## src/rtl/core/spq_pkg.sv

```systemverilog
// Shared types and constants for the sorted priority queue.
`default_nettype none
package spq_pkg;

  localparam int CAPACITY = 16;
  localparam int CNT_W    = $clog2(CAPACITY + 1);
  localparam int ID_W     = 16;
  localparam int PRI_W    = 8;

  typedef enum logic [1:0] {
    OP_INSERT = 2'd0,
    OP_POP    = 2'd1,
    OP_DELETE = 2'd2,
    OP_NONE   = 2'd3
  } op_t;

  typedef enum logic [1:0] {
    ST_OK        = 2'd0,
    ST_EMPTY     = 2'd1,
    ST_NOT_FOUND = 2'd2,
    ST_FULL      = 2'd3
  } status_t;

  typedef enum logic [1:0] {
    ACT_HOLD,
    ACT_INSERT,
    ACT_REMOVE
  } act_t;

  typedef struct packed {
    logic             valid;
    logic [ID_W-1:0]  id;
    logic [PRI_W-1:0] pri;
  } entry_t;

  typedef struct packed {
    act_t             act;
    logic [ID_W-1:0]  id;
    logic [PRI_W-1:0] pri;
  } cmd_t;

endpackage
`default_nettype wire

```

## src/rtl/core/sorted_priority_queue.sv

```systemverilog
// Sorted priority queue: a chain of entry cells with a registered result.
//
// Input channel: in_valid/in_ready carry operation, task_id and
// priority_req. Operation insert places the entry after every entry of
// equal or higher priority, pop removes the head, delete removes the first
// entry whose identifier matches. Operation code 3 changes nothing.
// Output channel: out_valid/out_ready carry status, removed_id,
// removed_priority and entry_count, one result per accepted item.
//
// Every cell compares its entry with the request in the same cycle and
// takes its next value from itself, its left or right neighbor, or the new
// entry. The first matching cell for a delete comes from a log-depth prefix
// OR over the cells' match flags. One item is taken per cycle unless a
// held result stalls the input; each result is registered at the transfer.
//
// Reset empties the queue and clears out_valid, not the result fields.
// While the receiver stalls, the held result blocks the input; in_ready
// is high whenever the output register is empty or being drained.
`default_nettype none
module sorted_priority_queue (
  input  wire logic                       clk,
  input  wire logic                       rst,
  input  wire logic                       in_valid,
  output logic                            in_ready,
  input  wire logic [1:0]                 operation,
  input  wire logic [spq_pkg::ID_W-1:0]   task_id,
  input  wire logic [spq_pkg::PRI_W-1:0]  priority_req,
  output logic                            out_valid,
  input  wire logic                       out_ready,
  output logic [1:0]                      status,
  output logic [spq_pkg::ID_W-1:0]        removed_id,
  output logic [spq_pkg::PRI_W-1:0]       removed_priority,
  output logic [spq_pkg::CNT_W-1:0]       entry_count
);
  import spq_pkg::*;

  localparam entry_t EMPTY_ENTRY = '{valid: 1'b0, id: '0, pri: '0};

  logic                in_fire;
  op_t                 op;
  cmd_t                cmd;
  logic [CNT_W-1:0]    count;
  logic [CNT_W-1:0]    count_next;
  entry_t              cells [CAPACITY];
  logic [CAPACITY-1:0] ge_vec;
  logic [CAPACITY-1:0] match_vec;
  logic [CAPACITY-1:0] hit_upto;
  logic [CAPACITY-1:0] first_hit;
  logic [CAPACITY-1:0] shift_vec;
  logic [CAPACITY-1:0] valid_vec;
  status_t             res_status;
  logic [ID_W-1:0]     res_id;
  logic [PRI_W-1:0]    res_pri;
  logic [ID_W-1:0]     del_id;
  logic [PRI_W-1:0]    del_pri;
  logic                is_empty;
  logic                is_full;

  assign in_ready = !out_valid || out_ready;
  assign in_fire  = in_valid && in_ready;
  assign op       = op_t'(operation);
  assign is_empty = (count == '0);
  assign is_full  = (count == CNT_W'(CAPACITY));

  // Inclusive prefix OR: cell i has a match at or before it.
  always_comb begin
    hit_upto = match_vec;
    for (int s = 1; s < CAPACITY; s = s * 2) begin
      hit_upto = hit_upto | (hit_upto << s);
    end
    first_hit = match_vec & ~(hit_upto << 1);
  end

  always_comb begin
    del_id  = '0;
    del_pri = '0;
    for (int i = 0; i < CAPACITY; i++) begin
      del_id  = del_id  | ({ID_W{first_hit[i]}} & cells[i].id);
      del_pri = del_pri | ({PRI_W{first_hit[i]}} & cells[i].pri);
    end
  end

  always_comb begin
    cmd        = '{act: ACT_HOLD, id: task_id, pri: priority_req};
    shift_vec  = '0;
    count_next = count;
    res_status = ST_OK;
    res_id     = '0;
    res_pri    = '0;
    unique case (op)
      OP_INSERT: begin
        if (is_full) begin
          res_status = ST_FULL;
        end else begin
          cmd.act    = ACT_INSERT;
          count_next = count + 1'b1;
        end
      end
      OP_POP: begin
        if (is_empty) begin
          res_status = ST_EMPTY;
        end else begin
          cmd.act    = ACT_REMOVE;
          shift_vec  = '1;
          count_next = count - 1'b1;
          res_id     = cells[0].id;
          res_pri    = cells[0].pri;
        end
      end
      OP_DELETE: begin
        if (is_empty) begin
          res_status = ST_EMPTY;
        end else if (!hit_upto[CAPACITY-1]) begin
          res_status = ST_NOT_FOUND;
        end else begin
          cmd.act    = ACT_REMOVE;
          shift_vec  = hit_upto;
          count_next = count - 1'b1;
          res_id     = del_id;
          res_pri    = del_pri;
        end
      end
      default: begin
        res_status = ST_OK;
      end
    endcase
    // Leave the chain untouched unless an item transfers this cycle.
    if (!in_fire) begin
      cmd.act    = ACT_HOLD;
      count_next = count;
    end
  end

  for (genvar i = 0; i < CAPACITY; i++) begin : g_cell
    entry_t left_e;
    entry_t right_e;
    logic   left_g;

    if (i == 0) begin : g_head
      assign left_e = EMPTY_ENTRY;
      assign left_g = 1'b1;
    end else begin : g_mid
      assign left_e = cells[i-1];
      assign left_g = ge_vec[i-1];
    end

    if (i == CAPACITY - 1) begin : g_tail
      assign right_e = EMPTY_ENTRY;
    end else begin : g_body
      assign right_e = cells[i+1];
    end

    spq_cell u_cell (
      .clk         (clk),
      .rst         (rst),
      .cmd         (cmd),
      .left_entry  (left_e),
      .right_entry (right_e),
      .left_ge     (left_g),
      .shift       (shift_vec[i]),
      .entry       (cells[i]),
      .ge          (ge_vec[i]),
      .match       (match_vec[i])
    );

    assign valid_vec[i] = cells[i].valid;
  end

  always_ff @(posedge clk) begin
    if (rst) begin
      count     <= '0;
      out_valid <= 1'b0;
    end else begin
      count <= count_next;
      if (in_fire) begin
        out_valid <= 1'b1;
      end else if (out_ready) begin
        out_valid <= 1'b0;
      end
    end
  end

  always_ff @(posedge clk) begin
    if (in_fire) begin
      status           <= res_status;
      removed_id       <= res_id;
      removed_priority <= res_pri;
      entry_count      <= count_next;
    end
  end

  // Valid cells form a packed prefix whose size is the count.
  a_count_matches_cells: assert property (@(posedge clk) disable iff (rst)
    $countones(valid_vec) == count)
    else $error("valid cells disagree with entry count");

  a_count_bound: assert property (@(posedge clk) disable iff (rst)
    count <= CNT_W'(CAPACITY))
    else $error("entry count above capacity");

  a_full_status: assert property (@(posedge clk) disable iff (rst)
    out_valid && (status == ST_FULL) |-> entry_count == CNT_W'(CAPACITY))
    else $error("full status reported below capacity");

  a_pop_decrements: assert property (@(posedge clk) disable iff (rst)
    in_fire && (op == OP_POP) && !is_empty |=> count == $past(count) - 1'b1)
    else $error("pop did not remove one entry");

  a_order: assert property (@(posedge clk) disable iff (rst)
    valid_vec[1] |-> cells[0].pri >= cells[1].pri)
    else $error("head entry out of priority order");

endmodule
`default_nettype wire

```

## src/rtl/core/spq_cell.sv

```systemverilog
// One slot of the sorted chain: holds an entry, trades it with its neighbors.
`default_nettype none
module spq_cell (
  input  wire logic            clk,
  input  wire logic            rst,
  input  wire spq_pkg::cmd_t   cmd,
  input  wire spq_pkg::entry_t left_entry,
  input  wire spq_pkg::entry_t right_entry,
  input  wire logic            left_ge,
  input  wire logic            shift,
  output spq_pkg::entry_t      entry,
  output logic                 ge,
  output logic                 match
);
  import spq_pkg::*;

  logic             valid;
  logic [ID_W-1:0]  id;
  logic [PRI_W-1:0] pri;
  entry_t           entry_next;

  assign entry = '{valid: valid, id: id, pri: pri};
  // Entry stays ahead of a new insert: equal or higher priority.
  assign ge    = valid && (pri >= cmd.pri);
  assign match = valid && (id == cmd.id);

  always_comb begin
    entry_next = entry;
    unique case (cmd.act)
      ACT_INSERT: begin
        if (ge) begin
          entry_next = entry;
        end else if (left_ge) begin
          entry_next = '{valid: 1'b1, id: cmd.id, pri: cmd.pri};
        end else begin
          entry_next = left_entry;
        end
      end
      ACT_REMOVE: begin
        if (shift) begin
          entry_next = right_entry;
        end
      end
      default: begin
        entry_next = entry;
      end
    endcase
  end

  always_ff @(posedge clk) begin
    if (rst) begin
      valid <= 1'b0;
    end else begin
      valid <= entry_next.valid;
    end
  end

  always_ff @(posedge clk) begin
    id  <= entry_next.id;
    pri <= entry_next.pri;
  end

endmodule
`default_nettype wire

```

## config.mk

```make
export PLATFORM = sky130hd
export DESIGN_NAME = sorted_priority_queue
export DESIGN_NICKNAME = d
export VERILOG_FILES = /design/src/rtl/core/spq_pkg.sv /design/src/rtl/core/sorted_priority_queue.sv /design/src/rtl/core/spq_cell.sv
export SDC_FILE = /design/constraint.sdc
export NUM_CORES = 2
export LEC_CHECK = 0
export BUFFER_PORTS_ARGS = -buffer_cell sky130_fd_sc_hd__buf_2
export CAP_MARGIN = 20
export CORE_UTILIZATION = 50
export DETAILED_ROUTE_END_ITERATION = 12
export GPL_ROUTABILITY_DRIVEN = 0
export HOLD_SLACK_MARGIN = 0.02
export PLACE_DENSITY = 0.73
export SLEW_MARGIN = 10
export SYNTH_ARGS = -nofsm -noshare
export SYNTH_HDL_FRONTEND = slang
export SYNTH_HIERARCHICAL = 1
export SYNTH_SLANG_ARGS = --single-unit
```

## constraint.sdc

```tcl
create_clock -name clk -period 15.95 [get_ports clk]
set_clock_uncertainty 0.1 [all_clocks]
set_input_delay 2.3925 -clock clk [delete_from_list [all_inputs] [get_ports clk]]
set_output_delay 2.3925 -clock clk [all_outputs]
set_load 0.01 [all_outputs]
```

==> out/results.tsv <==
metric	value	unit
layout-drive-gt1-share	7.79	%
slowest_stage	buf_4	
crit_path_start_kind	input pin	
cts_buffers	51	
drc_errors	0	
status	finished clean	
via_per_inst	6.45	
min_to	count[1]	
drv_slew	0	
syn2layout_area_growth	8.78	%
final_nets	3537	
crit_top_cell	buf_4	
worst_slack	8.47	ns
clkPwrFrac	42.0	%
r2r-start	g_cell[11].u_cell/id[15]	
wl_per_cell	24.6	µm
drt_iter0_markers	3494	
grt_max_degree	85	
ir_drop	77.2	µV
grt_pass1_vias	25567	
fin_crit	7.48	ns
arrival	7.88	ns
grt_pass1_wl	159	mm
timing.fmax	0.134	GHz
p_switching	0.000751	W
rr_worst_depth	16	
avgSynthCellArea	9.65	µm²
required	16.35	ns
overflow	0	
rows	92	
cpPeakStageDelay	0.69	ns
clock_path_buffers	3	
hold_start	count[1]	
synth_warnings	6	
r2r-end	g_cell[12].u_cell/valid	
chipWidth	256	µm
core_area	63400	µm²
tightestPinTransition	1.15	ns
first_pass_iters	6	
dr_total_vias	27510	
cts.clk_slew.worst_paths	0.06	ns
finalSetupViolCount	0	
regToRegSetupSlack	10.35	ns
die_y	256	µm
power.leakage	11.1	nW
clock_latency	0.64	ns
crit_type	input pin to register	
fin_cells	4263	
hold_violations	0	
fin_setup_tns	0	ns
ant_nets	0	
combPwrFrac	10.7	%
crit_fanout	84	
rsz0062_at_grt	false	
swShare	26.2	%
power.internal	0.00211	W
power.density	81.7	nW/µm²
wl	105	mm
clockRootBuffer	clkbuf_16	
placed_cell_area	33400	µm²
port_buffers	62	
grt_antenna_before_repair	10	
dp_cells	4164	
postCtsSetupBuffers	0	
numClockSinks	437	
grt_usage	31.3	%
cp-end-kind	register	
cap_viol_max_count	0	
post-place-ws	7.78	ns
period_share	46.9	%
power	0.00286	W
cts_resized	0	
synth_cells	3341	
ctsHoldBuffers	0	
fin_area	35100	µm²
hold-path-cell-count	2	
tritoncts	yes	
worstPathCellList	buf_2, xor2_1, nor4_1, nand4_1, nor4_4, buf_4, or3_1, nor3_4, a21boi_2, buf_4, nor2_1, nor2_4, buf_4, and2b_1, buf_4, a32oi_1, a221oi_1	
fp.dieArea	65500	µm²
slew_headroom	23.4	%
htree_levels	2	
pin_count	63	
synth_area	32200	µm²
hold_path.class	register to register	
seq_power_share	47.3	%
post-dp-hpwl	73.4	mm
start_util	50.8	%
==> metal layers <==
metal	vias to the layer above	part of all wire [%]	track usage [%]
met4	14	6.1	17.5
met5	-	0.083	0
met1	13212	39	41.5
met3	304	10	5.54
li1	12356	-	-
met2	1624	44	48.3
==> worst max-delay path by stage <==
stage | from | endpoint | slack [ns] | cells after the start
after global routing | task_id[15] | g_cell[2].u_cell/id[7] | 8.13 | 16
after CTS | task_id[15] | g_cell[7].u_cell/id[1] | 8.39 | 16
after floorplan | task_id[6] | g_cell[15].u_cell/id[0] | 7.33 | 15
final | task_id[15] | g_cell[12].u_cell/valid | 8.47 | 17
after global placement | task_id[15] | g_cell[7].u_cell/id[12] | 7.91 | 16
after detailed placement | task_id[15] | g_cell[7].u_cell/id[10] | 7.78 | 16
==> layout by cell type, fill, tap and decap left out, types with 65 or more instances in the layout <==
master      n
nor2b_1    65
nand2_1   476
a21oi_1    67
inv_1     155
nor2_1     74
ha_1      134
xnor2_1   192
mux2i_1   384
buf_4      78
o21ai_0   478
a221oi_1   76
edfxtp_1  415
==> worst max-delay path, delay by kind of cell <==
kind	cells	cell delay [ns]
buf+inv	5	2.48
simple gates	8	2.16
compound gates	3	0.60
xor+xnor	1	0.14
==> state kept, by name (all words and copies together), names as in the netlist <==
register	cells
removed_priority	8
entry_count	5
status	2
out_valid	1
count	5
g_cell.u_cell/valid	16
g_cell.u_cell/pri	128
removed_id	16
g_cell.u_cell/id	256
==> power by group through the flow <==
stage | Combinational [W] | Clock, W | Sequential (W)
floorplan | 0.000197 | 0 | 0.00135
global placement | 0.000290 | 0 | 0.00138
detailed placement | 0.000298 | 0 | 0.00138
CTS | 0.000300 | 0.00121 | 0.00135
global route | 0.000336 | 0.00125 | 0.00136
finish | 0.000307 | 0.00120 | 0.00136
==> cell type report <==
type	count	area, µm²
Antenna cell	3	7.51
Clock buffer	67	1360
Clock inverter	27	310
Fill cell	5519	28400
Inverter	156	586
Multi-Input combinational cell	2585	17900
Sequential cell	437	12900
Tap cell	846	1060
Timing Repair Buffer	142	926
==> through the flow <==
stage	util, %	hold slack [ns]
floorplan	-	0.396
global placement	52.6	0.439
detailed placement	52.6	0.450
CTS	55.2	0.459
global route	55.3	0.510
finish	55.3	0.454
Note: power is estimated with default switching activity, not from simulation.
